[config.mk]
export PLATFORM = sky130hd
export DESIGN_NAME = stit_cell
export DESIGN_NICKNAME = d
export VERILOG_FILES = /design/src/hdl/stit_pkg.sv /design/src/hdl/stit_cell.sv
export SDC_FILE = /design/constraint.sdc
export NUM_CORES = 1
export LEC_CHECK = 0
export BUFFER_PORTS_ARGS = -buffer_cell sky130_fd_sc_hd__clkbuf_2
export CAP_MARGIN = 20
export CORE_AREA = 2 2 123 125
export CTS_CLUSTER_SIZE = 20
export DETAILED_ROUTE_END_ITERATION = 8
export DIE_AREA = 0 0 125 127
export HOLD_SLACK_MARGIN = 0.15
export PLACE_DENSITY = 0.67
export SLEW_MARGIN = 20
export SYNTH_ARGS = -nofsm -noshare
export SYNTH_HDL_FRONTEND = slang
export SYNTH_SLANG_ARGS = --single-unit
[constraint.sdc]
create_clock -name aclk -period 5.4 [get_ports aclk]
set_input_delay 0.81 -clock aclk [delete_from_list [all_inputs] [get_ports aclk]]
set_output_delay 0.81 -clock aclk [all_outputs]
set_load 0.02 [all_outputs]
[src/hdl/stit_pkg.sv]
// Shared types and constants for the sorted time index table.
package stit_pkg;

    localparam int TIME_W  = 32;
    localparam int COUNT_W = 7;
    localparam int S_TDATA_W = 32;
    localparam int M_TDATA_W = 80;

    localparam logic CMD_INSERT = 1'b0;
    localparam logic CMD_FIND   = 1'b1;

    typedef struct packed {
        logic              hit;
        logic [TIME_W-1:0] match_time;
        logic [TIME_W-1:0] last_time;
    } leaf_t;

endpackage

[src/hdl/stit_cell.sv]
// One entry of the descending time table with its insert and search logic.
module stit_cell (
    input  logic                          aclk,
    input  logic                          insert_en,
    input  logic                          capture_en,
    input  logic                          valid,
    input  logic                          drop,
    input  logic                          next_valid,
    input  logic                          prev_gt,
    input  logic                          prev_flag,
    input  logic [stit_pkg::TIME_W-1:0]   prev_value,
    input  logic [stit_pkg::TIME_W-1:0]   key,
    output logic [stit_pkg::TIME_W-1:0]   value,
    output logic                          gt,
    output logic                          flag,
    output stit_pkg::leaf_t               leaf
);

    logic [stit_pkg::TIME_W-1:0] value_reg;
    logic [stit_pkg::TIME_W-1:0] value_next;
    stit_pkg::leaf_t             leaf_reg;
    stit_pkg::leaf_t             leaf_next;

    assign value = value_reg;
    assign gt    = valid && (value_reg > key);
    assign flag  = valid && !gt;
    assign leaf  = leaf_reg;

    // An entry above the key stays unless drop is set; otherwise it takes the key or its neighbor's entry.
    always_comb begin
        if (gt && !drop) begin
            value_next = value_reg;
        end else if (prev_gt) begin
            value_next = key;
        end else begin
            value_next = prev_value;
        end
    end

    always_comb begin
        leaf_next.hit        = flag && !prev_flag;
        leaf_next.match_time = (flag && !prev_flag) ? value_reg : '0;
        leaf_next.last_time  = (valid && !next_valid) ? value_reg : '0;
    end

    always_ff @(posedge aclk) begin
        if (insert_en) begin
            value_reg <= value_next;
        end
        if (capture_en) begin
            leaf_reg <= leaf_next;
        end
    end

endmodule

# ---- After elaboration in Yosys (flattened, before gate mapping)
# Index checks and enable logic that the tools add are counted.
dict set report word_totals {
  regBits 97
  input_bits 72
}
dict set report classes {
  magnitude_cmp 1
  n_mux 1
  bitwise 1
  reduce_logical 10
}
# operator n
set op_table {}
lappend op_table {{32-bit > comparator} 1}
lappend op_table {{32-bit 2-to-1 mux} 1}
lappend op_table {{1-bit logical AND} 5}
lappend op_table {{1-bit logical NOT} 4}
lappend op_table {{2-bit AND reduction} 1}
lappend op_table {{1-bit inverter} 1}

# ---- Depth between registers and ports, before layout
dict set report depth {
  depth_word 5
  mapped_depth 8
  ltp_nobuf 7
}

# ---- Least setup slack after synthesis
# OpenSTA, ideal clock, no wires.
dict set report synth_path {
  path_type {input -> register}
  startpoint {in key[31] (netlist bit)}
  endpoint {reg value_reg, in the netlist value[0] (enable)}
  setup_time_ns 0.470
  arrival_ns 4.405
  t_required_ns 4.930
  path_slack_ns 0.525
  stages 7
  path_cell_list {inv_1 > ha_1 > and4_1 > and3_1 > a221oi_2 > a311oi_1 > a211oi_1}
}
dict set report synth_via {
  elab_chain_cells 5
}
# item line_no
set synth_rtl {}
lappend synth_rtl {{start: declaration} stit_cell.sv:12} ;# input logic [stit_pkg::TIME_W-1:0] key,
lappend synth_rtl {{32-bit > comparator} stit_cell.sv:25} ;# assign gt = valid && (value_reg > key);
lappend synth_rtl {{1-bit logical AND} stit_cell.sv:25}
lappend synth_rtl {{1-bit logical AND} stit_cell.sv:31} ;# if (gt && !drop) begin
lappend synth_rtl {{1-bit inverter (no source line)} --}
lappend synth_rtl {{2-bit AND reduction (no source line)} --}
lappend synth_rtl {{end signal: assignment} stit_cell.sv:48} ;# value_reg <= value_next;
lappend synth_rtl {{end: declaration} stit_cell.sv:19} ;# logic [stit_pkg::TIME_W-1:0] value_reg;
# No other way between the ends.
# A chain may end at the register's enable or synchronous reset.

# ---- Worst setup path in the final report
dict set report layout_path {
  startpoint {in key[13] (netlist bit)}
  endpoint {out flag}
}
dict set report layout_via {
  elab_chain_cells 4
}
# item line_no
set layout_rtl {}
lappend layout_rtl {{32-bit > comparator} stit_cell.sv:25}
lappend layout_rtl {{1-bit logical AND} stit_cell.sv:25}
lappend layout_rtl {{1-bit logical NOT} stit_cell.sv:26} ;# assign flag = valid && !gt;
lappend layout_rtl {{1-bit logical AND} stit_cell.sv:26}
lappend layout_rtl {{end: declaration} stit_cell.sv:15} ;# output logic flag,
# No other way between the ends.

==> impl_results.md <==
- Fillers: 1,368
- Max VDD drop: 129 uV
- Synth Instances: 366
- Distinct cells, synth: 37
- Vias in the first global route: 3,563
- Input/output buffers: 170
- Setup ws final: 1830 ps
- Pwr/cell area: 291 nW/um^2
- DR vias: 3,466
- Number of antenna diodes: 0
- First-pass GRT wire length: 19,000 um
- Shortest period the worst path allows: 3570 ps
- DIE HEIGHT: 127 um
- Worst slew pin tran: 890 ps
- Setup Buffers After CTS: 0
- Worst path required time: 4590 ps
- Total GRT Usage: 0.157
- TritonCTS Sinks: 97
- Post-synthesis register bit count: 97
- Initial Util: 0.338
- Clk_lat worst skew: 340 ps
- Warnings from Yosys: 0
- Leakage: 2.73 nW
- Final hold violations: 0
- RD Place Congestion: 0.724
- Worst Hold Class: flop to flop
- Number of flip-flops in the largest register: 65
- Placement Rows: 44
- Data arrival, critical path: 2760 ps
- Post-cts sizing count: 0
- Final wirelength: 12,200 um
- Final instance area: 6170 sq um
- Async set-reset flop share out of synthesis: 0
- CTS clk-pin slew, worst paths: 60 ps
- Drt drc: 0
- CP Max Fanout: 4
- Largest net degree at the start of global routing: 66
- Global route overflow: 0
- Achievable Freq: 280 MHz
- Final Slew Violations: 0
- Final Skew: 6.58 ps
- I/O pin cnt: 171
- Dpl cell area: 5920 sq um
- DR vias/cell: 4.79
- CP Launch Type: input port
- CTS tree: built
- Setup TNS: 0 ps
- Core box area: 14,400 sq um
- Worst R2R Setup Slack: 2000 ps
- Antenna Nets Post-Route: 0
- Antenna violations before repair: 0
- Synth area leaders: edfxtp_1 (60%), ha_1 (8.2%), mux2_2 (7.4%)
- Total CTS buffers: 9
- Sequential share of the synthesized area: 0.597
- H-Tree Depth: 3
- Max-cap violations: 0
- Fin nets: 639
- Area delta synth->final: 26.5%
- Synth top area share: 0.597
- Predominant post-synthesis flop cell: edfxtp_1
- Hold Buf Count CTS: 0
- Placement Setup Slack: 1470 ps
- Die ar.: 15,900 sq um
- RSZ-0062 raised after global routing: false
- DP HPWL: 8770 um
- Number of synthesized flops with an enable pin: 97
- Clk buf depth: 2
- Area of the mapped netlist: 4880 sq um
- Worst relative slew slack: 0.407
- Die Wd: 125 um
- Post-route clock period utilization: 0.662
- CP endpoint kind: output port
- CTS root buf: clkbuf_16
- Mapped Nets: 470
- Final Setup Violations: 0
- Drt wl/cell: 16.8 um
- Mean area per synthesized cell: 13.3 sq um
- CP Class: input port to output port
- Layout cells sized above 1: 0.450
- Pre-antenna DRT Iters: 5
- Synth area leader: edfxtp_1
- Initial detailed-routing violation count: 125
- Outcome: completed
-- per-stage QoR --
stage               power (mW)  utilization  instances  hold WS, ps
global route              1.89        0.428        724          659
detailed placement        1.24        0.410        708          619
CTS                       1.82        0.428        724          634
floorplan                 1.11            -        366          724
global placement          1.24        0.410        708          611
finish                    1.80        0.428        724          633
-- cells in the final DEF (no fill, tap or decap), types with 2 or more instances in the layout --
cell       count
clkbuf_2     169
edfxtp_1      97
nand2_1       36
inv_1         33
mux2_2        32
and2_1        32
ha_1          32
nor3_1        17
nor3_2        15
a21oi_1       12
clkbuf_16      9
nand4_1        6
o21ai_0        5
buf_4          5
nand3_1        3
clkbuf_1       3
and4_1         2
and3_1         2
a21boi_0       2
nand2b_1       2
nor2b_1        2
nor3b_1        2
clkinv_1       2
-- power breakdown --
group / internal (mW) / switching (mW)
registers: 0.889 / 0.0308
clock network: 0.309 / 0.265
logic: 0.113 / 0.192
total: 1.31 / 0.487
-- synth_stat cells, types with 2 or more instances --
library cell	count
a21boi_0	2
a21oi_1	12
and2_1	32
and3_1	2
and4_1	2
buf_1	3
buf_6	5
clkbuf_1	8
edfxtp_1	97
ha_1	32
inv_1	33
mux2_2	32
nand2_1	36
nand2b_1	2
nand3_1	3
nand4_1	6
nor2b_1	4
nor3_1	17
nor3_2	15
nor3b_1	2
o21ai_0	5
-- layout make-up --
cell class | count | area (sq um) | area share
clock inverters | 4 | 20.0 | 0.00324
inverters | 33 | 124 | 0.0201
well taps | 184 | 230 | 0.0373
flip-flops and latches | 97 | 2910 | 0.472
multi-input cells | 219 | 1760 | 0.285
clock buffers | 12 | 236 | 0.0383
repair buffers | 175 | 888 | 0.144
-- path summary, 6_finish.rpt --
check,start,end,cells after the start
worst max register to register,value[13],value[19],7
worst max-delay path,key[13],flag,9
worst min register to register,value[0],leaf[0],1
worst min-delay path,value[0],leaf[0],1
-- per-layer routing --
metal	track usage	wire, um
met5	0	0
met4	0.0405	163
met3	0.0498	867
met2	0.261	5910
met1	0.200	5210
-- critical path, stage by stage --
cell,delay (ps)
clkbuf_2,90
inv_1,40
ha_1,290
nand4_1,220
nor4_2,470
nor3b_2,340
a31oi_4,70
nor3b_1,230
clkbuf_2,200
-- logic make-up after synthesis --
kind of cell             Yosys count  synth area share
AO/OA/AOI/OAI                     28            0.0421
adder cells (fa/ha/maj)           32            0.0821
buffers and inverters             50            0.0485
flip-flops                        97             0.597
multiplexers                      32            0.0738
AND/OR/NAND/NOR                  127             0.157
(Power assumes the default switching activity.)
